<file path="src/rtl/core/dws_pkg.sv">
// Shared constants, codes and types for the damped wave stencil block.
package dws_pkg;

    // Default sample width (signed fixed point)
    localparam int VALUE_BITS_DEF = 32;

    // Gain registers: unsigned, 24 fraction bits
    localparam int GAIN_W    = 25;
    localparam int GAIN_FRAC = 24;

    localparam logic [GAIN_W-1:0] LAP_GAIN_RESET  = GAIN_W'(4194304);
    localparam logic [GAIN_W-1:0] DAMP_GAIN_RESET = '0;

    // Configuration register indexes
    localparam int CFG_IDX_W = 1;
    localparam logic [CFG_IDX_W-1:0] CFG_LAP_GAIN  = 1'b0;
    localparam logic [CFG_IDX_W-1:0] CFG_DAMP_GAIN = 1'b1;

    // Command queue depth between front and back (power of two)
    localparam int QUEUE_DEPTH = 4;

    // Window fill state of the front end
    typedef enum logic [1:0] {
        PH_WAIT   = 2'd0,  // awaiting the first point of a sweep
        PH_EDGE   = 2'd1,  // boundary point seen
        PH_WINDOW = 2'd2   // window holds left and center
    } t_phase;

    // Command flags passed from front to back
    typedef struct packed {
        logic zero;       // result is a boundary zero
        logic sweep_end;  // result closes the sweep
        logic tail;       // inner result followed by the closing boundary zero
    } t_cmd_flags;

endpackage

</file>
<file path="src/rtl/core/dws_fifo.sv">
// Small register queue carrying stencil commands from front to back.
module dws_fifo #(
    parameter int DATA_W = 8,
    parameter int DEPTH  = dws_pkg::QUEUE_DEPTH
) (
    input  logic              i_clk,
    input  logic              i_rst_n,
    input  logic              i_push,
    input  logic [DATA_W-1:0] i_push_data,
    output logic              o_not_full,
    input  logic              i_pop,
    output logic              o_head_valid,
    output logic [DATA_W-1:0] o_head_data
);

    localparam int PTR_W = (DEPTH > 1) ? $clog2(DEPTH) : 1;
    localparam int CNT_W = $clog2(DEPTH + 1);

    logic [DATA_W-1:0] r_store [DEPTH];
    logic [PTR_W-1:0]  r_wr_ptr, n_wr_ptr;
    logic [PTR_W-1:0]  r_rd_ptr, n_rd_ptr;
    logic [CNT_W-1:0]  r_count, n_count;

    // Pointer and occupancy update
    always_comb begin
        n_wr_ptr = r_wr_ptr;
        n_rd_ptr = r_rd_ptr;
        n_count  = r_count;
        if (i_push) begin
            n_wr_ptr = (r_wr_ptr == PTR_W'(DEPTH - 1)) ? '0 : r_wr_ptr + PTR_W'(1);
        end
        if (i_pop) begin
            n_rd_ptr = (r_rd_ptr == PTR_W'(DEPTH - 1)) ? '0 : r_rd_ptr + PTR_W'(1);
        end
        if (i_push && !i_pop) begin
            n_count = r_count + CNT_W'(1);
        end else if (!i_push && i_pop) begin
            n_count = r_count - CNT_W'(1);
        end
    end

    always_ff @(posedge i_clk) begin
        if (!i_rst_n) begin
            r_wr_ptr <= '0;
            r_rd_ptr <= '0;
            r_count  <= '0;
        end else begin
            r_wr_ptr <= n_wr_ptr;
            r_rd_ptr <= n_rd_ptr;
            r_count  <= n_count;
        end
    end

    // Entry storage, no reset needed
    always_ff @(posedge i_clk) begin
        if (i_push) begin
            r_store[r_wr_ptr] <= i_push_data;
        end
    end

    assign o_not_full   = (r_count != CNT_W'(DEPTH));
    assign o_head_valid = (r_count != '0);
    assign o_head_data  = r_store[r_rd_ptr];

endmodule

</file>
<file path="config.mk">
export PLATFORM = sky130hd
export DESIGN_NAME = dws_fifo
export DESIGN_NICKNAME = d
export VERILOG_FILES = /design/src/rtl/core/dws_pkg.sv /design/src/rtl/core/dws_fifo.sv
export SDC_FILE = /design/constraint.sdc
export NUM_CORES = 1
export LEC_CHECK = 0
export BUFFER_PORTS_ARGS = -buffer_cell sky130_fd_sc_hd__buf_2
export CAP_MARGIN = 40
export CORE_MARGIN = 2
export CORE_UTILIZATION = 35
export CTS_CLUSTER_SIZE = 12
export DETAILED_ROUTE_END_ITERATION = 8
export SLEW_MARGIN = 20
export SYNTH_ARGS = -nofsm -noshare
export SYNTH_HDL_FRONTEND = slang
export SYNTH_SLANG_ARGS = --single-unit
</file>
<file path="constraint.sdc">
create_clock -name i_clk -period 1.79 [get_ports i_clk]
set_input_delay 0.2685 -clock i_clk [delete_from_list [all_inputs] [get_ports i_clk]]
set_output_delay 0.2685 -clock i_clk [all_outputs]
set_load 0.05 [all_outputs]
</file>
==> results of run 1 <==
## report_power, final
part           switching (mW)  internal [mW]
sequential             0.0329           1.08
combinational           0.221          0.138
clock                   0.288          0.413
## stage by stage
step	hold WS [ps]	power, mW	utilization, %
finish	195.3	2.176	43.88
global route	181.0	2.279	43.88
CTS	188.3	2.199	43.48
detailed placement	491.3	1.480	40.73
global placement	479.2	1.471	40.73
floorplan	367.4	1.389	-
## cell type report
| class | instances | area (sq um) | area share [%] |
|---|---|---|---|
| Clock buffer | 6 | 72.57 | 3.747 |
| Inverter | 4 | 15.01 | 0.7752 |
| Sequential cell | 41 | 1142 | 58.98 |
| Tap cell | 52 | 65.06 | 3.359 |
| Multi-Input combinational cell | 40 | 444.2 | 22.93 |
| Timing Repair Buffer | 23 | 162.7 | 8.398 |
| Clock inverter | 2 | 35.03 | 1.809 |
## sequential cells by signal, indices dropped and copies added, names as in the netlist, named ones only
name      flops
r_count       3
r_store      32
r_wr_ptr      2
r_rd_ptr      2
## placed cells by master (no fill, tap or decap)
| master | count |
|---|---|
| edfxtp_1 | 32 |
| buf_2 | 15 |
| mux4_2 | 8 |
| dfxtp_1 | 8 |
| ha_1 | 6 |
| and2_1 | 5 |
| nor2b_1 | 5 |
| clkbuf_8 | 5 |
| inv_1 | 4 |
| mux2i_1 | 4 |
| buf_6 | 4 |
| buf_4 | 3 |
| nor2_1 | 2 |
| or3_1 | 2 |
| nand2_1 | 1 |
| xnor2_1 | 1 |
| nor3_1 | 1 |
| o21a_1 | 1 |
| xor2_1 | 1 |
| o21ai_0 | 1 |
| a21boi_1 | 1 |
| fa_1 | 1 |
| dfxtp_2 | 1 |
| clkinv_2 | 1 |
| bufinv_16 | 1 |
| clkbuf_1 | 1 |
| buf_12 | 1 |
## layer usage
metal,vias up,share of wire [%],global-route usage [%]
li1,383,-,-
met1,381,41,11.71
met2,20,54,17.59
met3,2,4.7,4.861
met4,0,0.67,3.145
met5,-,0,0
## worst register-to-register path, cell delays in order (launching register included)
cell	delay (ps)
dfxtp_1	360
fa_1	440
xor2_1	160
or3_1	310
a21boi_1	140
## cell families (layout without fill, tap and decap cells)
logic type	after synthesis	after routing	synth area share, %
xor+xnor	2	2	1.084
mux	12	12	13.62
buf+inv	6	35	1.934
flops	41	41	70.59
fa+ha+maj	7	7	5.882
compound gates	3	3	1.238
simple gates	16	16	5.650
## final timing paths
path,startpoint,to,slack [ps],cells after the start
worst max-delay path,register,o_head_data[1],60,3
worst min-delay path,i_push_data[6],r_store[0][6],200,1
worst max register to register,r_count[0],r_count[2],310,4
worst min register to register,r_count[2],r_count[2],500,2
## timing repair
item,4_1_cts,5_1_grt
endpoints found under the setup margin,4,8
resized for setup,5,8
cloned,0,0
==> results.json, run 1 <==
{
  "fmax_mhz": 578.5,
  "worstHoldPathType": "input pin to register",
  "maxSlewHeadroom_pct": 70.31,
  "yosysMostFrequentCell": "edfxtp_1",
  "placed_area_sq_mm": 0.001798,
  "avgSynthCellArea_sq_um": 18.58,
  "path_clk_slew_ps": 80,
  "arrival_ps": 1460,
  "cts_made_buffers": 5,
  "vdd_drop_max_v": 0.0007695,
  "post_cts_buffers": 0,
  "grt_pass1_vias": 842,
  "synth_area_leaders": "edfxtp_1, dfxtp_1, mux4_2",
  "vias": 786,
  "initial_core_util_pct": 36.62,
  "synth_area_sq_mm": 0.001617,
  "synth-edff-count": 32,
  "cts_root_buf": "clkbuf_8",
  "cp_max_fo": 8,
  "yosysTopAreaCell": "edfxtp_1",
  "crit_type": "register to primary output",
  "postSynthCellCount": 87,
  "max-clock-path-buffers": 2,
  "port_buffers": 21,
  "endpoint_kind": "primary output",
  "dr.pass1.iters": 3,
  "p_leak_nw": 0.7119,
  "clock_latency_ps": 280,
  "drtIter0Drc": 45,
  "drive_gt1_share_pct": 33.62,
  "max_stage_delay_ps": 480,
  "skew_ps": 10.63,
  "synth_flop_cell": "edfxtp_1",
  "synthTopCellsByCount": "edfxtp_1, dfxtp_1, mux4_2, ha_1",
  "p_per_area_mw_per_mm2": 1124,
  "cts_sinks": 41,
  "outcome": "finished clean",
  "async_reset_ff_share_pct": 0,
  "grt_setup_unrepaired": "no",
  "syn2layout_area_growth_pct": 19.81,
  "hold_viol_final": 0,
  "dp_hpwl_um": 1674,
  "synth.ff_latch_count": 41,
  "dieArea_sq_mm": 0.005178,
  "cts_tree": "yes",
  "nFillCells": 390,
  "num-nets-final": 134,
  "period_share_pct": 96.58,
  "track_usage_pct": 10.38,
  "yosysSeqAreaShare_pct": 70.59,
  "finalMaxSlewViolations": 0,
  "tightest_slew_ps": 445.3,
  "worst-endpoint-required_ps": 1520,
  "setup_violations": 0,
  "worstPathCellList": "buf_12 > mux4_2 > buf_2",
  "layout.cells.non_filler": 168,
  "ios": 22,
  "dp_cells": 160,
  "startpoint_type": "register",
  "wire_per_inst_um": 14.21,
  "rows": 24,
  "antenna_found_initial": 0,
  "period_minus_slack_ps": 1729,
  "yosys_warnings": 0,
  "gp_congestion": 0.6236,
  "ys_types": 20,
  "fin_tns_setup_ps": 0,
  "grt-ovfl-total": 0,
  "cp_num_buf_inv": 2,
  "die_w_um": 71.96,
  "synth_top_area_share_pct": 59.44,
  "ctsHtreeMaxLevel": 2,
  "grt_pass1_wl_um": 3939,
  "grt_start_max_net_pins": 14,
  "die_y_um": 71.96,
  "drt-total-wl_um": 2387,
  "layout_setup_ws_ps": 61.28,
  "diodes": 0,
  "syn-num-nets": 106,
  "coreArea_sq_mm": 0.004414,
  "drcViolationCount": 0,
  "dp_worst_setup_slack_ps": 34.02,
  "hold_buffers": 0,
  "viasPerCell": 4.679,
  "ant_nets": 0,
  "drv_cap": 0,
  "fin_area_sq_mm": 0.001937,
  "cp_top_family": "multiplexers",
  "cp_slowest_cell": "mux4_2"
}
Power figures use the tool's default switching activity.
==> run 2, diff against run 1 <==
--- a/config.mk
+++ b/config.mk
@@ -11,6 +11,7 @@
 export CORE_UTILIZATION = 35
 export CTS_CLUSTER_SIZE = 12
 export DETAILED_ROUTE_END_ITERATION = 8
+export GPL_ROUTABILITY_DRIVEN = 1
 export SLEW_MARGIN = 20
 export SYNTH_ARGS = -nofsm -noshare
 export SYNTH_HDL_FRONTEND = slang
==> constraint.sdc (replaced) <==
create_clock -name i_clk -period 2.1 [get_ports i_clk]
set_input_delay 0.315 -clock i_clk [delete_from_list [all_inputs] [get_ports i_clk]]
set_output_delay 0.315 -clock i_clk [all_outputs]
set_load 0.05 [all_outputs]
==> run 2 against run 1 <==
Against the previous run:
- clock skew decreased by 6.2 ps
- first-iteration DRC count decreased by 4.4%
- clock-buffer cell count fell by 1
- non-clock buffer count down 1
- global-route usage down 0.057 points
- die area did not move
- final area decreased by 2.8%
- critical path depth unchanged
- worst setup slack improved by 130 ps
==> results.json, run 2 (synthesis gave the netlist of run 1 again) <==
{
  "outcome": "finished clean",
  "die_w_um": 71.96,
  "grt-ovfl-total": 0,
  "diodes": 0,
  "max-clock-path-buffers": 2,
  "rows": 24,
  "dieArea_sq_mm": 0.005178,
  "cts_sinks": 41,
  "cts_made_buffers": 5,
  "dp_hpwl_um": 1659,
  "period_minus_slack_ps": 1908,
  "period_share_pct": 90.87,
  "viasPerCell": 4.795,
  "drt-total-wl_um": 2376,
  "wire_per_inst_um": 14.31,
  "hold_buffers": 0,
  "final_common_cell": "edfxtp_1",
  "ant_nets": 0,
  "initial_core_util_pct": 36.62,
  "cts_root_buf": "clkbuf_8",
  "port_buffers": 21,
  "endpoint_kind": "primary output",
  "num-nets-final": 133,
  "drcViolationCount": 0,
  "vias": 796,
  "gp_congestion": 0.7663,
  "die_y_um": 71.96,
  "grt_setup_unrepaired": "no",
  "fin_util_pct": 42.66,
  "nFillCells": 394,
  "path_clk_slew_ps": 70,
  "finalMaxSlewViolations": 0,
  "dr.pass1.iters": 4,
  "cts_tree": "yes",
  "arrival_ps": 1590,
  "hold_viol_final": 0,
  "top_regs": "r_store (32), r_count (3)",
  "worst-endpoint-required_ps": 1780,
  "vdd_drop_max_v": 0.0006548,
  "p_per_area_mw_per_mm2": 972.6,
  "setup_violations": 0,
  "top_register": "r_store",
  "fin_tns_setup_ps": 0,
  "maxSlewHeadroom_pct": 70.27,
  "grt_start_max_net_pins": 13,
  "p_leak_nw": 0.6921,
  "clock_latency_ps": 290,
  "final_cell_mix": "edfxtp_1, buf_2, mux4_2, dfxtp_1, ha_1",
  "grt_pass1_wl_um": 3884,
  "largest_reg_flops": 32,
  "drive_gt1_share_pct": 33.33,
  "antenna_found_initial": 0,
  "grt_pass1_vias": 837,
  "skew_ps": 4.472,
  "ctsHtreeMaxLevel": 2,
  "ios": 22,
  "tightest_slew_ps": 446.0,
  "worstHoldPathType": "input pin to register",
  "drv_cap": 0,
  "syn2layout_area_growth_pct": 16.49,
  "startpoint_type": "register",
  "coreArea_sq_mm": 0.004414,
  "fmax_mhz": 524.0,
  "cp_max_fo": 5,
  "drtIter0Drc": 43,
  "crit_type": "register to primary output",
  "track_usage_pct": 10.32
}
==> run 2: stage by stage <==
stage	std cells	area (sq um)	power (mW)	setup slack (ps)	hold WS, ps
finish	166	1883	1.831	191.7	240.2
global placement	159	1778	1.247	354.3	481.7
floorplan	87	1617	1.184	522.3	413.9
CTS	166	1882	1.851	48.54	236.0
global route	166	1883	1.922	94.01	225.8
detailed placement	159	1778	1.254	320.5	495.4
==> run 2: layout make-up <==
type	count	area [sq um]	share of cell area, %
inverters	4	15.01	0.7973
well taps	52	65.06	3.455
clock buffers	5	68.82	3.654
repair buffers	22	112.6	5.980
multi-input cells	40	444.2	23.59
flip-flops and latches	41	1142	60.66
clock inverters	2	35.03	1.860
==> run 2: routing by layer <==
layer	vias up	track usage [%]	wire length, um
met5	-	0	0
met4	0	5.031	48
met3	5	3.472	122
met2	25	15.95	1179
met1	386	13.12	1025
li1	380	-	-
==> run 2: worst max-delay path, stage by stage (launching register included) <==
cell and delay [ps]:
dfxtp_2 400, buf_4 190, mux4_2 500, buf_2 220
==> run 2: timing repair <==
item / 4_1_cts / 5_1_grt
buffers inserted: 0 / 0
gates resized for setup: 0 / 1
endpoints found under the setup margin: 0 / 5
==> run 2: final timing paths <==
check	start	endpoint	slack, ps	depth (start not counted)
setup / recovery	register	o_head_data[2]	190	3
hold / removal	i_push_data[5]	r_store[0][5]	240	1
setup reg to reg	r_count[0]	r_count[2]	620	4
hold reg to reg	r_count[2]	r_count[2]	500	2
==> run 2: where the power goes <==
group          internal, mW  switching (mW)
sequential            0.923          0.0291
combinational        0.0975           0.183
clock                 0.345           0.254
