**src/rtl/core/dws_pkg.sv**
```systemverilog
// Shared constants, codes and types for the damped wave stencil block.
package dws_pkg;

    // Default sample width (signed fixed point)
    localparam int VALUE_BITS_DEF = 32;

    // Gain registers: unsigned, 24 fraction bits
    localparam int GAIN_W    = 25;
    localparam int GAIN_FRAC = 24;

    localparam logic [GAIN_W-1:0] LAP_GAIN_RESET  = GAIN_W'(4194304);
    localparam logic [GAIN_W-1:0] DAMP_GAIN_RESET = '0;

    // Configuration register indexes
    localparam int CFG_IDX_W = 1;
    localparam logic [CFG_IDX_W-1:0] CFG_LAP_GAIN  = 1'b0;
    localparam logic [CFG_IDX_W-1:0] CFG_DAMP_GAIN = 1'b1;

    // Command queue depth between front and back (power of two)
    localparam int QUEUE_DEPTH = 4;

    // Window fill state of the front end
    typedef enum logic [1:0] {
        PH_WAIT   = 2'd0,  // awaiting the first point of a sweep
        PH_EDGE   = 2'd1,  // boundary point seen
        PH_WINDOW = 2'd2   // window holds left and center
    } t_phase;

    // Command flags passed from front to back
    typedef struct packed {
        logic zero;       // result is a boundary zero
        logic sweep_end;  // result closes the sweep
        logic tail;       // inner result followed by the closing boundary zero
    } t_cmd_flags;

endpackage

```
**src/rtl/core/dws_back.sv**
```systemverilog
// Back end: stencil arithmetic pipeline with saturation and output register.
module dws_back #(
    parameter int VALUE_BITS = dws_pkg::VALUE_BITS_DEF
) (
    input  logic                           i_clk,
    input  logic                           i_rst_n,
    input  logic [dws_pkg::GAIN_W-1:0]     i_lap_gain,
    input  logic [dws_pkg::GAIN_W-1:0]     i_damp_gain,
    // command queue head
    input  logic                           i_head_valid,
    input  dws_pkg::t_cmd_flags            i_head_flags,
    input  logic [VALUE_BITS-1:0]          i_left,
    input  logic [VALUE_BITS-1:0]          i_center,
    input  logic [VALUE_BITS-1:0]          i_old,
    input  logic [VALUE_BITS-1:0]          i_right,
    output logic                           o_pop,
    // result channel
    output logic                           o_out_valid,
    input  logic                           i_out_ready,
    output logic [VALUE_BITS-1:0]          o_next_value,
    output logic                           o_sweep_end
);

    localparam int GW  = dws_pkg::GAIN_W;
    localparam int LW  = VALUE_BITS + 2;      // laplacian / base width
    localparam int LO  = LW / 2;              // low partial operand
    localparam int HI  = LW - LO;             // high partial operand (signed)
    localparam int LPW = LO + GW;             // low product
    localparam int HPW = HI + GW + 1;         // high product
    localparam int PW  = LW + GW;             // full product
    localparam int TW  = PW - dws_pkg::GAIN_FRAC;
    localparam int SW  = TW + 2;

    logic w_en;
    logic r_tail_pend;
    dws_pkg::t_cmd_flags w_issue_flags;

    // stage 1: differences
    logic                r_s1_valid;
    dws_pkg::t_cmd_flags r_s1_flags;
    logic [LW-1:0]       r_s1_lap, r_s1_fr, r_s1_base;
    logic [LW-1:0]       n_lap, n_fr, n_base;
    logic [LW-1:0]       w_l, w_c, w_o, w_r;

    // stage 2: partial products
    logic                r_s2_valid;
    dws_pkg::t_cmd_flags r_s2_flags;
    logic [LW-1:0]       r_s2_base;
    logic [LPW-1:0]      r_lap_lp, r_fr_lp;
    logic [HPW-1:0]      r_lap_hp, r_fr_hp;

    // stage 3: floored gain terms
    logic                r_s3_valid;
    dws_pkg::t_cmd_flags r_s3_flags;
    logic [LW-1:0]       r_s3_base;
    logic [TW-1:0]       r_lap_term, r_fr_term;
    logic [PW-1:0]       w_lap_full, w_fr_full;

    // output register
    logic                  r_out_valid;
    logic [VALUE_BITS-1:0] r_out_value;
    logic                  r_out_end;
    logic [SW-1:0]         w_sum;
    logic                  w_ovf;
    logic [VALUE_BITS-1:0] n_out_value;

    // Whole pipeline advances unless a finished result is stalled
    assign w_en = !r_out_valid || i_out_ready;

    // A tail command issues twice: inner result, then closing zero
    assign o_pop = w_en && i_head_valid && !(i_head_flags.tail && !r_tail_pend);

    always_comb begin
        w_issue_flags           = i_head_flags;
        w_issue_flags.zero      = i_head_flags.zero || r_tail_pend;
        w_issue_flags.sweep_end = i_head_flags.sweep_end || r_tail_pend;
    end

    always_ff @(posedge i_clk) begin
        if (!i_rst_n) begin
            r_tail_pend <= 1'b0;
        end else if (w_en && i_head_valid && i_head_flags.tail) begin
            r_tail_pend <= !r_tail_pend;
        end
    end

    // Stage 1 arithmetic
    always_comb begin
        w_l    = {{2{i_left[VALUE_BITS-1]}},   i_left};
        w_c    = {{2{i_center[VALUE_BITS-1]}}, i_center};
        w_o    = {{2{i_old[VALUE_BITS-1]}},    i_old};
        w_r    = {{2{i_right[VALUE_BITS-1]}},  i_right};
        n_lap  = w_l + w_r - {w_c[LW-2:0], 1'b0};
        n_fr   = w_c - w_o;
        n_base = {w_c[LW-2:0], 1'b0} - w_o;
    end

    // Stage 3 recombination; dropping the low bits floors the term
    always_comb begin
        w_lap_full = {r_lap_hp[HI+GW-1:0], {LO{1'b0}}} + {{HI{1'b0}}, r_lap_lp};
        w_fr_full  = {r_fr_hp[HI+GW-1:0],  {LO{1'b0}}} + {{HI{1'b0}}, r_fr_lp};
    end

    // Final sum and saturation
    always_comb begin
        w_sum = {{(SW-LW){r_s3_base[LW-1]}}, r_s3_base}
              + {{2{r_lap_term[TW-1]}}, r_lap_term}
              - {{2{r_fr_term[TW-1]}}, r_fr_term};
        w_ovf = !((&w_sum[SW-1:VALUE_BITS-1]) || !(|w_sum[SW-1:VALUE_BITS-1]));
        if (r_s3_flags.zero) begin
            n_out_value = '0;
        end else if (w_ovf) begin
            n_out_value = w_sum[SW-1] ? {1'b1, {(VALUE_BITS-1){1'b0}}}
                                      : {1'b0, {(VALUE_BITS-1){1'b1}}};
        end else begin
            n_out_value = w_sum[VALUE_BITS-1:0];
        end
    end

    // Stage valid bits
    always_ff @(posedge i_clk) begin
        if (!i_rst_n) begin
            r_s1_valid  <= 1'b0;
            r_s2_valid  <= 1'b0;
            r_s3_valid  <= 1'b0;
            r_out_valid <= 1'b0;
        end else if (w_en) begin
            r_s1_valid  <= i_head_valid;
            r_s2_valid  <= r_s1_valid;
            r_s3_valid  <= r_s2_valid;
            r_out_valid <= r_s3_valid;
        end
    end

    // Stage payloads
    always_ff @(posedge i_clk) begin
        if (w_en) begin
            r_s1_flags <= w_issue_flags;
            r_s1_lap   <= n_lap;
            r_s1_fr    <= n_fr;
            r_s1_base  <= n_base;

            r_s2_flags <= r_s1_flags;
            r_s2_base  <= r_s1_base;
            r_lap_lp   <= {{GW{1'b0}}, r_s1_lap[LO-1:0]} * {{LO{1'b0}}, i_lap_gain};
            r_fr_lp    <= {{GW{1'b0}}, r_s1_fr[LO-1:0]}  * {{LO{1'b0}}, i_damp_gain};
            r_lap_hp   <= HPW'($signed({{(GW+1){r_s1_lap[LW-1]}}, r_s1_lap[LW-1:LO]})
                             * $signed({{(HI+1){1'b0}}, i_lap_gain}));
            r_fr_hp    <= HPW'($signed({{(GW+1){r_s1_fr[LW-1]}}, r_s1_fr[LW-1:LO]})
                             * $signed({{(HI+1){1'b0}}, i_damp_gain}));

            r_s3_flags <= r_s2_flags;
            r_s3_base  <= r_s2_base;
            r_lap_term <= w_lap_full[PW-1:dws_pkg::GAIN_FRAC];
            r_fr_term  <= w_fr_full[PW-1:dws_pkg::GAIN_FRAC];

            r_out_value <= n_out_value;
            r_out_end   <= r_s3_flags.sweep_end;
        end
    end

    assign o_out_valid  = r_out_valid;
    assign o_next_value = r_out_value;
    assign o_sweep_end  = r_out_end;

    // The pending second half belongs to the queue head that is still held
    a_tail_head: assert property (@(posedge i_clk) disable iff (!i_rst_n)
        r_tail_pend |-> (i_head_valid && i_head_flags.tail))
        else $error("tail pending without a tail command at queue head");

    // Queue is only popped when it holds a command
    a_pop_valid: assert property (@(posedge i_clk) disable iff (!i_rst_n)
        o_pop |-> i_head_valid)
        else $error("pop from empty command queue");

    // Second half of a tail command is the closing boundary zero
    a_tail_issue: assert property (@(posedge i_clk) disable iff (!i_rst_n)
        (r_tail_pend && w_en) |=> (r_s1_valid && r_s1_flags.zero && r_s1_flags.sweep_end))
        else $error("closing zero not issued after tail command");

endmodule

```
**config.mk**
```make
export PLATFORM = sky130hd
export DESIGN_NAME = dws_back
export DESIGN_NICKNAME = d
export VERILOG_FILES = /design/src/rtl/core/dws_pkg.sv /design/src/rtl/core/dws_back.sv
export SDC_FILE = /design/constraint.sdc
export NUM_CORES = 2
export LEC_CHECK = 0
export BUFFER_PORTS_ARGS = -buffer_cell sky130_fd_sc_hd__buf_4
export CORE_MARGIN = 1.5
export CORE_UTILIZATION = 30
export CTS_BUF_LIST = sky130_fd_sc_hd__clkbuf_2 sky130_fd_sc_hd__clkbuf_4 sky130_fd_sc_hd__clkbuf_8
export DETAILED_ROUTE_END_ITERATION = 12
export GPL_TIMING_DRIVEN = 1
export PLACE_DENSITY = 0.41
export SLEW_MARGIN = 20
export SYNTH_ARGS = -nofsm -noshare
export SYNTH_HDL_FRONTEND = slang
export SYNTH_SLANG_ARGS = --single-unit
```
**constraint.sdc**
```tcl
create_clock -name i_clk -period 28.1 [get_ports i_clk]
set_clock_uncertainty 0.15 [all_clocks]
set_input_delay 4.215 -clock i_clk [delete_from_list [all_inputs] [get_ports i_clk]]
set_output_delay 4.215 -clock i_clk [all_outputs]
set_load 0.01 [all_outputs]
```
==> results.md <==
* Outcome: completed
* Synth top area cells: fa_1, edfxtp_1, ha_1
* Layout cells sized above 1 at 5.86%
* Synth Instances at 8203
* TritonRoute pass-1 iters at 6
* Worst setup EP type: flop
* Port Buf Inserts at 219
* Via count at 54700
* Worst-skew pair later-pin latency at 0.83 ns
* Slew @ Worst Pin at 1.08 ns
* Initial DRC count at 3088
* Postcts setup bufs at 0
* Slew HR at 27.5%
* Period utilization at 38.2%
* H-tree lvl count at 3
* Crit-path leading delay family: adder cells
* Post-synth EDFFs at 412
* Vias in the first global route at 59100
* Dominant synthesized flop cell: edfxtp_1
* Area share of the largest cell type after synthesis at 36.8%
* CP Cell Sequence: buf_4 -> nand2_1 -> fa_1 -> inv_1 -> fa_1 -> inv_1 -> fa_1 -> inv_1 -> fa_1 -> fa_1 -> inv_1 -> fa_1 -> inv_1 -> ha_1 -> nand3_1 -> nor3_1 -> a21o_1 -> o311ai_1 -> o211ai_1 -> o311a_1 -> a41oi_2 -> o211ai_1 -> a21oi_1 -> xnor2_1
* Worst setup SP type: primary input
* Clk sinks at 417
* Starting density of the core at 30.3%
* Critical path's most frequent cell: fa_1
* Fillcell total at 26600
* CTS tree: built
* Synth unique cells at 92
* Fin. Hold Viols at 0
* Cell area after synthesis at 77100 µm²
* Die area at 260000 µm²
* I/O pins at 220
* Async set-reset flop share out of synthesis at 0%
* Detail Route Antenna Nets at 0
* Setup_tns at 0 ns
* Total Nets Final at 10600
* Inserted Clock Buffers at 86
* Layout Area Growth over Synthesis at 9.23%
* Syn Area/Cell at 9.40 µm²
* Final Max Slew Viols at 0
* GRT Total Usage at 18.3%
* Grt ovf at 0
* Post-route DRC at 0
* Commonest cells after routing, fill and taps aside: inv_1, fa_1, nand2_1, and2_1, ha_1
* Via density at 4.67
* Critical path data arrival time at 11.17 ns
* GPL Wtd Cong at 0.834
* Synth area leader: fa_1
* FF+latch count, synth at 417
* Site row count at 185
* Largest net degree at the start of global routing at 132
* DIE HEIGHT at 510 µm
* # resized after CTS at 0
* Worst Hold Class: flop to flop
* WS Path Type: primary input to flop
* Routed len/inst at 19.8 µm
* Core box area at 255000 µm²
* CTS Buffer Depth at 3
* CTS hold repair buffers at 0
* CP required at 28.53 ns
* Max Clk Rate at 93.1 MHz
* RSZ-0062 raised after global routing: no
* Final-report setup violation count at 0
* Crit-path max cell delay at 0.65 ns
* Most common cell after layout, fill and taps aside: inv_1
* Yosys warnings at 0
* Buf+Inv Stages, Crit Path at 6
* DP Wirelength at 184 mm
* Clk pin slew, worst setup/hold paths at 0.08 ns
* Global-route wire length before repair at 361 mm
* Final WL at 232 mm
* CP max FO at 34
* Slowest cell on crit path: o311ai_1
* Post-Syn Nets at 10500
* Register area share after synthesis at 16.2%
* Min Tclk post-route at 10.74 ns
* Root buf cell: clkbuf_8
* Max-cap violations at 0
* Die width at 510 µm
* Antenna violations before repair at 21
==> cell families after synthesis <==
| group | share of synthesized area (%) |
|---|---|
| buf+inv | 11.3 |
| mux | 0.0130 |
| xor+xnor | 3.36 |
| flops | 16.2 |
| fa+ha+maj | 47.9 |
| compound gates | 6.61 |
| simple gates | 14.6 |
==> stage by stage <==
stage,worst slack [ns],hold WS [ns],cells,util [%],area [µm²]
floorplan,10.50,0.250,8203,-,77100
global placement,16.42,0.253,11600,32.3,82400
detailed placement,16.55,0.255,11600,32.3,82400
CTS,17.38,0.222,11700,33.0,84200
global route,17.05,0.243,11700,33.0,84200
finish,17.36,0.242,11700,33.1,84200
==> cell type report <==
type                            count  area (µm²)  share of cell area (%)
Antenna cell                        6        15.0                  0.0178
Clock buffer                       98        1270                    1.51
Clock inverter                     58         549                   0.652
Inverter                         2003        7530                    8.93
Multi-Input combinational cell   5471       55900                    66.4
Sequential cell                   417       12500                    14.8
Tap cell                         3366        4210                    5.00
Timing Repair Buffer              296        2250                    2.68
==> registers in the layout (all words and copies together), names as in the netlist <==
register      flops
r_fr_hp          42
r_lap_hp         42
r_fr_term        35
r_lap_term       35
r_s1_base        34
r_s1_lap         34
r_s2_base        34
r_s3_base        34
r_s1_fr          33
o_next_value     32
r_fr_lp          25
r_lap_lp         25
r_s1_flags        2
r_s2_flags        2
r_s3_flags        2
o_out_valid       1
o_sweep_end       1
r_s1_valid        1
r_s2_valid        1
r_s3_valid        1
r_tail_pend       1
==> final timing paths <==
path,from,to,slack [ns],cells after the start
max,i_lap_gain[14],r_lap_lp[41]$_DFFE_PN_,17.36,24
min,r_s2_base[29]$_DFFE_PN_,r_s3_base[29]$_DFFE_PN_,0.24,0
max reg2reg,r_s1_fr[32]$_DFFE_PN_,r_fr_hp[40]$_DFFE_PN_,19.98,21
min reg2reg,r_s2_base[29]$_DFFE_PN_,r_s3_base[29]$_DFFE_PN_,0.24,0
==> worst reg2reg max path: stages, from the launching register on <==
cell,delay [ns]
edfxtp_1,0.32
buf_4,0.27
clkinv_1,0.92
nor2_1,0.39
fa_1,0.48
fa_1,0.47
fa_1,0.55
fa_1,0.45
fa_1,0.49
inv_1,0.05
fa_1,0.47
inv_1,0.04
ha_1,0.35
a21o_1,0.20
a21o_1,0.19
a211oi_1,0.29
o211ai_1,0.14
a211oi_1,0.34
nor2_1,0.24
a221oi_1,0.59
o31a_1,0.26
o311ai_0,0.17
==> cells in the mapped netlist, types with 16 or more instances <==
cell	instances
a211oi_1	30
a21o_1	104
a21oi_1	226
a31oi_1	25
and2_1	706
and3_1	38
clkbuf_1	303
edfxtp_1	412
fa_1	1417
ha_1	688
inv_1	2001
nand2_1	1078
nand2b_1	53
nand3_1	66
nand4_1	22
nor2_1	208
nor2b_1	34
nor3_1	43
o211ai_1	16
o21a_1	53
o21ai_0	108
o21bai_1	30
o31ai_2	17
xnor2_1	207
xor2_1	89
==> layer usage <==
metal | global-route usage [%] | routed length (µm) | vias to the layer above
li1 | - | - | 25000
met1 | 26.0 | 111000 | 28400
met2 | 29.7 | 107000 | 1053
met3 | 2.05 | 8480 | 203
met4 | 4.47 | 5790 | 6
met5 | 0 | 36 | -
Power is not shown: default switching activity piles up to over one toggle a cycle in this logic, so the estimate is an artifact.
