### src/rtl/core/dws_pkg.sv
// Shared constants, codes and types for the damped wave stencil block.
package dws_pkg;

    // Default sample width (signed fixed point)
    localparam int VALUE_BITS_DEF = 32;

    // Gain registers: unsigned, 24 fraction bits
    localparam int GAIN_W    = 25;
    localparam int GAIN_FRAC = 24;

    localparam logic [GAIN_W-1:0] LAP_GAIN_RESET  = GAIN_W'(4194304);
    localparam logic [GAIN_W-1:0] DAMP_GAIN_RESET = '0;

    // Configuration register indexes
    localparam int CFG_IDX_W = 1;
    localparam logic [CFG_IDX_W-1:0] CFG_LAP_GAIN  = 1'b0;
    localparam logic [CFG_IDX_W-1:0] CFG_DAMP_GAIN = 1'b1;

    // Command queue depth between front and back (power of two)
    localparam int QUEUE_DEPTH = 4;

    // Window fill state of the front end
    typedef enum logic [1:0] {
        PH_WAIT   = 2'd0,  // awaiting the first point of a sweep
        PH_EDGE   = 2'd1,  // boundary point seen
        PH_WINDOW = 2'd2   // window holds left and center
    } t_phase;

    // Command flags passed from front to back
    typedef struct packed {
        logic zero;       // result is a boundary zero
        logic sweep_end;  // result closes the sweep
        logic tail;       // inner result followed by the closing boundary zero
    } t_cmd_flags;

endpackage

### src/rtl/core/dws_front.sv
// Front end: accepts grid points, keeps the three-point window, issues commands.
module dws_front #(
    parameter int VALUE_BITS = dws_pkg::VALUE_BITS_DEF
) (
    input  logic                    i_clk,
    input  logic                    i_rst_n,
    // input point channel
    input  logic                    i_in_valid,
    output logic                    o_in_ready,
    input  logic [VALUE_BITS-1:0]   i_cur_value,
    input  logic [VALUE_BITS-1:0]   i_old_value,
    input  logic                    i_last_point,
    // command queue side
    input  logic                    i_q_not_full,
    output logic                    o_push,
    output dws_pkg::t_cmd_flags     o_flags,
    output logic [VALUE_BITS-1:0]   o_left,
    output logic [VALUE_BITS-1:0]   o_center,
    output logic [VALUE_BITS-1:0]   o_old,
    output logic [VALUE_BITS-1:0]   o_right
);

    dws_pkg::t_phase r_phase, n_phase;
    logic [VALUE_BITS-1:0] r_left;
    logic [VALUE_BITS-1:0] r_center;
    logic [VALUE_BITS-1:0] r_old;
    logic w_accept;

    // Every accepted point yields at most one command
    assign o_in_ready = i_q_not_full;
    assign w_accept   = i_in_valid && i_q_not_full;

    // Next state
    always_comb begin
        n_phase = r_phase;
        if (w_accept) begin
            unique case (r_phase)
                dws_pkg::PH_EDGE:   n_phase = i_last_point ? dws_pkg::PH_WAIT
                                                           : dws_pkg::PH_WINDOW;
                dws_pkg::PH_WINDOW: n_phase = i_last_point ? dws_pkg::PH_WAIT
                                                           : dws_pkg::PH_WINDOW;
                default:            n_phase = i_last_point ? dws_pkg::PH_WAIT
                                                           : dws_pkg::PH_EDGE;
            endcase
        end
    end

    // Command outputs
    always_comb begin
        o_push  = 1'b0;
        o_flags = '0;
        o_right = '0;
        unique case (r_phase)
            dws_pkg::PH_WINDOW: begin
                // inner point; the final point is a zero boundary neighbor
                o_push       = w_accept;
                o_flags.tail = i_last_point;
                o_right      = i_last_point ? '0 : i_cur_value;
            end
            dws_pkg::PH_EDGE: begin
                // two-point sweep closes here
                o_push            = w_accept && i_last_point;
                o_flags.zero      = 1'b1;
                o_flags.sweep_end = 1'b1;
            end
            default: begin
                // first point is a boundary
                o_push            = w_accept;
                o_flags.zero      = 1'b1;
                o_flags.sweep_end = i_last_point;
            end
        endcase
    end

    assign o_left   = r_left;
    assign o_center = r_center;
    assign o_old    = r_old;

    always_ff @(posedge i_clk) begin
        if (!i_rst_n) begin
            r_phase <= dws_pkg::PH_WAIT;
        end else begin
            r_phase <= n_phase;
        end
    end

    // Window shift
    always_ff @(posedge i_clk) begin
        if (w_accept) begin
            case (r_phase)
                dws_pkg::PH_EDGE: begin
                    if (!i_last_point) begin
                        r_center <= i_cur_value;
                        r_old    <= i_old_value;
                    end
                end
                dws_pkg::PH_WINDOW: begin
                    if (!i_last_point) begin
                        r_left   <= r_center;
                        r_center <= i_cur_value;
                        r_old    <= i_old_value;
                    end
                end
                default: begin
                    r_left <= '0;
                end
            endcase
        end
    end

endmodule

### config.mk
export PLATFORM = sky130hd
export DESIGN_NAME = dws_front
export DESIGN_NICKNAME = d
export VERILOG_FILES = /design/src/rtl/core/dws_pkg.sv /design/src/rtl/core/dws_front.sv
export SDC_FILE = /design/constraint.sdc
export NUM_CORES = 1
export LEC_CHECK = 0
export BUFFER_PORTS_ARGS = -buffer_cell sky130_fd_sc_hd__buf_2
export CAP_MARGIN = 25
export CORE_UTILIZATION = 49
export CTS_BUF_LIST = sky130_fd_sc_hd__clkbuf_8
export DETAILED_ROUTE_END_ITERATION = 16
export GPL_ROUTABILITY_DRIVEN = 0
export PLACE_DENSITY = 0.95
export SLEW_MARGIN = 5
export SYNTH_ARGS = -nofsm -noshare
export SYNTH_HDL_FRONTEND = slang
export SYNTH_SLANG_ARGS = --single-unit
### constraint.sdc
create_clock -name i_clk -period 8.7 [get_ports i_clk]
set_input_delay 1.74 -clock i_clk [delete_from_list [all_inputs] [get_ports i_clk]]
set_output_delay 1.74 -clock i_clk [all_outputs]
set_load 0.005 [all_outputs]
==> run metrics, run 1 <==
number of max-capacitance violations reported=0; list of cells traversed by the critical path=buf_2, nor2b_4, and2_2, buf_2; setup violators final=0; post-synthesis sequential area ratio=82.5%; leakage power=2.15 nW; Crit-path slowest cell=nor2b_4; cell type with the highest occurrence count on the critical path=buf_2; reg-to-reg endpoint=o_center[22]; worst endpoint required time=6960 ps; clock tree sinks=98; Cell Pwr Density=178 mW/mm^2; Post-Route WL=7.58 mm; minimum setup slack after placement=4190 ps; setup repair after global routing missed its margin=false; end of the worst hold path=o_left[2]; gate count after technology mapping=187; highest net fanout along the worst path=32; count of H-tree levels built during CTS=3; run status=completed; Worst Max-Slew Pin Slew=954 ps; worst skew pair latency=350 ps; start-to-end type of the worst setup path=primary input to output port; clock tree from TritonCTS=built; DRC viols=0; Warnings, synthesis=0; vias in the first global route=2217; Initial Util=51.3%; Seq cells post-synth=98; Die Span Y=87.1 um; num rows=30; maximum ir drop on the vdd rail=0.000110 V; total negative slack=0 ps; library cell used as clock root buffer=clkbuf_8; via count=2299; quantity of hold-fixing buffers added after cts=0; ratio of cells with drive above 1 in the final layout=61.8%; most frequent cells in the layout=201 x buf_2, 96 x edfxtp_1, 40 x and2_1; First-pass DRT Iterations=4; number of stages on the worst hold path=1; count of endpoints failing hold in the final timing report=0; final critical delay including setup and external delays=4500 ps; area of the die=0.00758 sq mm; aggregate global routing overflow=0; hold crit path type=flop to flop; nets=465; antenna violations before repair=0; Synth async-reset ratio=0%; normalized max-slew margin=36.4%; x dimension of the die=87.1 um; category of the worst setup path capture point=output port; dominant synthesized flop cell=edfxtp_1; Synth Net Count=258; most common cell after layout, fill and taps aside=buf_2; largest net degree at the start of global routing=66; Crit path largest cell delay=500 ps; CTS clock-pin slew for the worst setup and hold paths=80 ps; number of distinct standard cells referenced by the synthesized netlist=18; count of flip-flops with a built-in enable after synthesis=96; Total GRT Usage=20.0%; post-CTS setup repair buffer count=0; number of ports placed on the die boundary=202; Worst Hold Launch=o_center[2]; Layout Area Growth over Synthesis=36.8%; mean number of vias per cell=4.65; count of cells resized by post-cts repair=0; clock buffer count from CTS=9; buffers added on ports=201; Setup crit start kind=primary input; FF-to-FF path depth=3; number of violations reported at the end of detailed-routing iteration 0=51; timing-limited maximum frequency=222 MHz; antenna violation net count after detailed routing=0; source of the worst register-to-register timing path=r_phase[0]; final core utilization=70.2%; hold slack=555 ps; Inst Count DP=479; arrival time worst endpoint=2760 ps; average instance area after synthesis=19.0 sq um; non-filler cells, final=494; number of inserted diodes=0; Post-Syn Area=0.00354 sq mm; wire length of the first global-routing pass=10.7 mm; internal reg-to-reg setup slack=6570 ps; setup slack after layout=4200 ps; Pins Over Slew Limit=0; post-route clock skew=11.6 ps; final worst-path cycle share=51.7%; CTS max path bufs=2; Final HPWL DP=5.58 mm; DR WL/cell=15.4 um; CORE AREA=0.00691 sq mm
state kept, by name, summed over array words and instances (netlist names):
| signal | cells |
|---|---|
| o_center | 32 |
| o_left | 32 |
| o_old | 32 |
| r_phase | 2 |
routing by layer:
metal	routed length, um	GRT usage, %	vias to the layer above
met5	0	0	-
met4	122	10.0	0
met3	553	5.59	9
met2	4190	37.2	139
met1	2720	20.4	1075
li1	-	-	1076
critical path, delay by kind of cell:
family                 cells  cell delay [ps]
and+or+nand+nor            2              760
buffers and inverters      2              250
Yosys cell counts, types with 2 or more instances:
| library cell | count | share of area [%] |
|---|---|---|
| a21boi_0 | 2 | 0.42 |
| and2_1 | 40 | 7.1 |
| and2_2 | 25 | 5.3 |
| buf_6 | 3 | 0.95 |
| clkbuf_1 | 3 | 0.32 |
| dfxtp_1 | 2 | 1.1 |
| edfxtp_1 | 96 | 81 |
| ha_1 | 2 | 0.71 |
| inv_1 | 4 | 0.42 |
| o21a_1 | 2 | 0.42 |
worst max path at each step:
stage / start / to / slack [ps] / cells past startpoint
detailed placement: i_last_point / o_right[19] / 4190 / 4
floorplan: i_last_point / o_left[0] / 4080 / 2
finish: i_last_point / o_right[19] / 4200 / 4
CTS: i_last_point / o_right[11] / 4190 / 4
global placement: i_last_point / o_right[20] / 4280 / 4
global route: i_last_point / o_right[19] / 4130 / 4
where the power goes:
group	internal, mW	switching [mW]
registers	0.524	0.00186
logic	0.0183	0.0176
clock network	0.159	0.144
total	0.702	0.164
cells by family (layout without fill, tap and decap cells):
family / after synthesis / after routing / share of synthesized area, %
adders and majority gates: 2 / 2 / 0.706
buffers and inverters: 11 / 222 / 1.91
muxes: 1 / 1 / 0.318
DFF: 98 / 98 / 82.5
AOI/OAI and AO/OA: 5 / 5 / 0.988
and+or+nand+nor: 70 / 70 / 13.6
metrics by stage:
step | total power, mW | cell area [sq um]
after global placement | 0.571 | 4640
final | 0.865 | 4850
after floorplan | 0.546 | 3540
after global routing | 0.894 | 4850
after CTS | 0.874 | 4850
after detailed placement | 0.574 | 4640
cell type report:
type                       instances  area [sq um]
multi-input combinational         78           563
tap                               96           120
sequential                        98          2920
timing repair buffer             203          1020
clock inverter                     6          83.8
clock buffer                       9           124
fill                             521          2060
inverter                           4          15.0
(Power assumes the default switching activity.)
==> inputs of run 2 (changes only) <==
- CORE_UTILIZATION: 49 -> 41
- PLACE_DENSITY: 0.95 -> 0.86
- clock period: 8.7 -> 3.7 ns (I/O delays scaled with it)
==> run metrics, run 2 (synthesized netlist as in run 1, its figures left out) <==
via count=2266 (-1.4%); number of violations reported at the end of detailed-routing iteration 0=52 (+2.0%); highest net fanout along the worst path=35 (+9.4%); clock tree from TritonCTS=built; clock tree sinks=98 (unchanged); antenna violation net count after detailed routing=0 (unchanged); worst skew pair latency=340 ps (about the same); Worst Max-Slew Pin Slew=954 ps (-0.724 ps); worst endpoint required time=2960 ps (-4000 ps); maximum ir drop on the vdd rail=0.000245 V (+120%); First-pass DRT Iterations=4 (unchanged); Seq pwr share=63.0% (+2.2 points); net switching power figure=382 uW (+130%); CORE AREA=0.00830 sq mm (+20%); most frequent cells in the layout=201 x buf_2, 96 x edfxtp_1, 40 x and2_1; arrival time worst endpoint=2130 ps (-630 ps); wire length of the first global-routing pass=10.5 mm (-2.6%); run status=completed; area of the die=0.00902 sq mm (+19%); Die Span Y=95.0 um (+9.1%); number of inserted diodes=0 (unchanged); timing-limited maximum frequency=349 MHz; CTS clock-pin slew for the worst setup and hold paths=90 ps (about the same); Final HPWL DP=5.46 mm (-2.1%); antenna violations before repair=0 (unchanged); library cell used as clock root buffer=clkbuf_8; post-route clock skew=12.8 ps (+1.21 ps); Worst Hold Launch=o_center[22]; hold crit path type=flop to flop; final worst-path cycle share=77.5%; DRC viols=0 (unchanged); switching power as a share of total power=19.5% (+0.55 points); largest net degree at the start of global routing=66 (unchanged); standard cell area after detailed placement=0.00465 sq mm (+0.24%); Post-Route WL=7.40 mm (-2.4%); Setup crit start kind=flop; Internal=1.58 mW (+130%); count of H-tree levels built during CTS=3 (unchanged); post-CTS setup repair buffer count=0 (unchanged); number of filler cells placed in the layout=701 (+35%); area of the multi-input gates=563 sq um (unchanged); source of the worst register-to-register timing path=r_phase[0]; count of endpoints failing hold in the final timing report=0 (unchanged); leakage power=2.15 nW (about the same); total negative slack=0 ps (unchanged); part of the total power dissipated in the clock network=32.7% (-2.3 points); vias in the first global route=2094 (-5.5%); final instance area=0.00484 sq mm (-0.21%); number of max-capacitance violations reported=0 (unchanged); quantity of hold-fixing buffers added after cts=0 (unchanged); buffers added on ports=201 (unchanged); nets=465 (unchanged); Total GRT Usage=16.1% (-3.9 points); clock buffer count from CTS=9 (unchanged); CTS max path bufs=2 (unchanged); non-filler cells, final=504 (+2.0%); most common cell after layout, fill and taps aside=buf_2; ratio of cells with drive above 1 in the final layout=61.2% (-0.66 points); setup repair after global routing missed its margin=false; count of cells resized by post-cts repair=0 (unchanged); first element of the critical path=r_phase[0]; number of ports placed on the die boundary=202 (unchanged); start-to-end type of the worst setup path=flop to output port; setup violators final=0 (unchanged); Pins Over Slew Limit=0 (unchanged); Cell Pwr Density=406 mW/mm^2 (+130%); Layout Area Growth over Synthesis=36.5%; normalized max-slew margin=36.4% (+0.048 points); final critical delay including setup and external delays=2870 ps; fraction of power consumed by combinational cells=4.3% (about the same); x dimension of the die=95.0 um (+9.1%); DR WL/cell=14.7 um (-4.3%); num rows=33 (+10%); mean number of vias per cell=4.50 (-3.4%); Inst Count DP=488 (+1.9%); aggregate global routing overflow=0 (unchanged); category of the worst setup path capture point=output port; FF+latch area=0.00292 sq mm (unchanged); Initial Util=42.7% (-8.6 points)
==> run 2: changes by cell type in the layout (fill, tap and decap cells not counted), sizes merged <==
cell	delta
clkinvlp	-2
inv	+1
bufinv	-1
clkinv	+3
==> run 2: power by group through the flow <==
stage	combinational (mW)	clock, mW	sequential (mW)
2_1_floorplan	0.0173	0	1.27
3_3_place_gp	0.0812	0	1.26
3_5_place_dp	0.0848	0	1.26
4_1_cts	0.0850	0.660	1.24
5_1_grt	0.0935	0.696	1.24
6_report	0.0836	0.643	1.24
==> run 2: worst max-delay path, cell delays in order (launching register included) <==
cell	delay (ps)
dfxtp_1	340
inv_1	60
ha_1	130
buf_4	270
nor2b_4	600
and2_2	260
buf_2	120
==> run 2: layout make-up <==
type	count	area share, %
multi-input combinational	78	11.6
clock inverter	7	1.29
sequential	98	60.4
tap	105	2.71
clock buffer	9	2.56
timing repair buffer	203	21.1
inverter	4	0.310
==> run 2: worst paths after layout <==
check | endpoint | slack (ps) | cells after the start
min | o_left[22] | 560 | 1
max reg2reg | o_old[20] | 1560 | 3
max | o_right[20] | 830 | 6
min reg2reg | o_left[22] | 560 | 1
==> run 2: layer usage <==
layer	GRT usage [%]	vias to the layer above	routed length (um)
met5	0	-	0
li1	-	1081	-
met2	27.2	132	3780
met1	18.3	1042	2860
met4	7.20	0	142
met3	5.80	11	617
==> run 2: through the flow <==
stage	utilization (%)	worst slack [ps]	hold WS, ps	power [mW]
2_1_floorplan	-	84.1	555	1.28
3_3_place_gp	56.1	1260	534	1.34
3_5_place_dp	56.1	1160	535	1.35
4_1_cts	58.3	780	547	1.98
5_1_grt	58.3	653	537	2.03
6_report	58.3	834	557	1.96
==> inputs of run 3 (changes only) <==
- ABC_AREA: default -> 1
- CORE_UTILIZATION: 41 -> 42
- PLACE_DENSITY: 0.86 -> 0.87
- clock period: 3.7 -> 2.42 ns (I/O delays scaled with it)
==> run metrics, run 3 <==
library cell used as clock root buffer=clkbuf_8; Seq cells post-synth=98 (unchanged); Internal=2.66 mW (+68%); internal reg-to-reg setup slack=590 ps (-970 ps); setup repair after global routing missed its margin=false; clock tree from TritonCTS=built; part of the total power dissipated in the clock network=37.1% (+4.4 points); average instance area after synthesis=14.4 sq um (-24%); highest net fanout along the worst path=32 (-8.6%); aggregate global routing overflow=0 (unchanged); antenna violations before repair=0 (unchanged); wire length of the first global-routing pass=11.0 mm (+4.9%); CTS clock-pin slew for the worst setup and hold paths=100 ps (about the same); DRC viols=0 (unchanged); maximum ir drop on the vdd rail=0.000369 V (+50%); Post-Route WL=7.99 mm (+8.0%); capture point of the critical path=o_right[16]; largest net degree at the start of global routing=65 (-1.5%); Final HPWL DP=5.82 mm (+6.5%); Initial Util=43.0% (+0.31 points); most common cell after layout, fill and taps aside=buf_2; quantity of hold-fixing buffers added after cts=0 (unchanged); Setup crit start kind=flop; post-synthesis sequential area ratio=78.3% (-4.2 points); reg-to-reg endpoint=o_old[29]; count of flip-flops with a built-in enable after synthesis=96 (unchanged); top cells by instance count after synthesis=96 x edfxtp_1, 71 x inv_1, 38 x nand2_1; worst endpoint required time=1940 ps (-1020 ps); total negative slack=0 ps (unchanged); Pins Over Slew Limit=0 (unchanged); Layout Area Growth over Synthesis=36.2%; Yosys top cell by area=edfxtp_1; via count=2517 (+11%); arrival time worst endpoint=1810 ps (-320 ps); run status=completed; timing-limited maximum frequency=437 MHz; category of the worst setup path capture point=output port; net switching power figure=649 uW (+70%); ratio of cells with drive above 1 in the final layout=53.7% (-7.4 points); leakage power=2.54 nW (+18%); Warnings, synthesis=0 (unchanged); post-CTS setup repair buffer count=0 (unchanged); nets=537 (+15%); leading cell types by total area after synthesis=edfxtp_1 77%, inv_1 7.1%, nand2_1 3.8%; final instance area=0.00508 sq mm (+5.1%); antenna violation net count after detailed routing=0 (unchanged); number of max-capacitance violations reported=0 (unchanged); area of the die=0.00927 sq mm (+2.8%); normalized max-slew margin=53.4% (+17 points); fraction of power consumed by combinational cells=5.3% (+1.0 points); dominant synthesized flop cell=edfxtp_1; number of distinct standard cells referenced by the synthesized netlist=15 (-3); count of endpoints failing hold in the final timing report=0 (unchanged); hold crit path type=primary input to flop; Total GRT Usage=16.7% (+0.58 points); Cell Pwr Density=651 mW/mm^2 (+60%); Die Span Y=96.3 um (+1.4%); DR WL/cell=13.8 um (-6.0%); num rows=34 (+3.0%); standard cell area after detailed placement=0.00484 sq mm (+4.1%); final worst-path cycle share=94.7%; worst skew pair latency=350 ps (about the same); source of the worst register-to-register timing path=r_phase[0]; Synth async-reset ratio=0% (unchanged); number of violations reported at the end of detailed-routing iteration 0=63 (+21%); CORE AREA=0.00868 sq mm (+4.6%); clock tree sinks=98 (unchanged); mean number of vias per cell=4.35 (-3.3%); Synth Net Count=330 (+28%); most common cell in the synthesized netlist=edfxtp_1; setup violators final=0 (unchanged); First-pass DRT Iterations=4 (unchanged); switching power as a share of total power=19.6% (+0.12 points); vias in the first global route=2274 (+8.6%); count of H-tree levels built during CTS=3 (unchanged); Seq pwr share=57.6% (-5.4 points); CTS max path bufs=2 (unchanged); final critical delay including setup and external delays=2290 ps; gate count after technology mapping=259 (+39%); number of inserted diodes=0 (unchanged); number of ports placed on the die boundary=202 (unchanged); buffers added on ports=201 (unchanged); Post-Syn Area=0.00373 sq mm (+5.3%); proportion of netlist area held by the largest area contributor=77.2% (-4.1 points); first element of the critical path=r_phase[0]; start-to-end type of the worst setup path=flop to output port; count of cells resized by post-cts repair=0 (unchanged); clock buffer count from CTS=9 (unchanged); x dimension of the die=96.3 um (+1.4%); Worst Max-Slew Pin Slew=699 ps (-255 ps); most frequent cells in the layout=201 x buf_2, 96 x edfxtp_1, 70 x inv_1; post-route clock skew=14.1 ps (+1.26 ps); FF-to-FF path depth=6 (+3)
==> run 3: worst min path at each step <==
stage,from,endpoint,depth (start not counted)
floorplan,r_phase[1],r_phase[1],2
global placement,r_phase[1],r_phase[1],2
detailed placement,r_phase[1],r_phase[1],2
CTS,i_old_value[7],o_old[7],1
global route,i_old_value[7],o_old[7],1
finish,i_old_value[7],o_old[7],1
==> run 3: per-stage QoR <==
stage / hold slack (ps) / setup WS (ps) / power [mW] / utilization, % / std cells
3_5_place_dp: 493 / 472 / 2.13 / 55.8 / 563
5_1_grt: 270 / 5.52 / 3.43 / 58.6 / 579
3_3_place_gp: 467 / 556 / 2.11 / 55.8 / 563
2_1_floorplan: 457 / 277 / 2.01 / - / 259
6_report: 298 / 129 / 3.31 / 58.6 / 579
4_1_cts: 277 / 86.9 / 3.36 / 58.6 / 579
==> run 3: worst max-delay path, cell delays in order, from the launching register on <==
cell	delay (ps)
dfxtp_1	360
inv_1	60
ha_1	250
nand2_4	540
nor2_2	70
buf_2	160
==> run 3: power groups by stage <==
stage,clock network [mW],logic [mW],registers [mW]
floorplan,0,0.0592,1.95
global placement,0,0.170,1.95
finish,1.23,0.177,1.91
global route,1.32,0.198,1.91
CTS,1.27,0.179,1.91
detailed placement,0,0.179,1.95
==> run 3: layer usage <==
metal  up-vias  routed length (um)  GRT usage [%]
met4         0                 119           7.59
met5         -                   0              0
li1       1218                   -              -
met2       133                4160           29.8
met1      1154                3030           18.2
met3        12                 685           4.74
==> run 3: cell type report <==
type	count	area, sq um
Timing Repair Buffer	204	1040
Multi-Input combinational cell	81	472
Sequential cell	98	2920
Clock buffer	9	124
Fill cell	704	3590
Tap cell	108	135
Inverter	72	274
Clock inverter	7	116
==> run 3: logic make-up (layout without fill, tap and decap cells) <==
logic type / Yosys count / count (layout) / share of synthesized area, %
AO/OA/AOI/OAI: 4 / 4 / 0.536
adder cells (fa/ha/maj): 2 / 2 / 0.670
flip-flops: 98 / 98 / 78.3
AND/OR/NAND/NOR: 75 / 75 / 11.1
buffers and inverters: 80 / 292 / 9.38
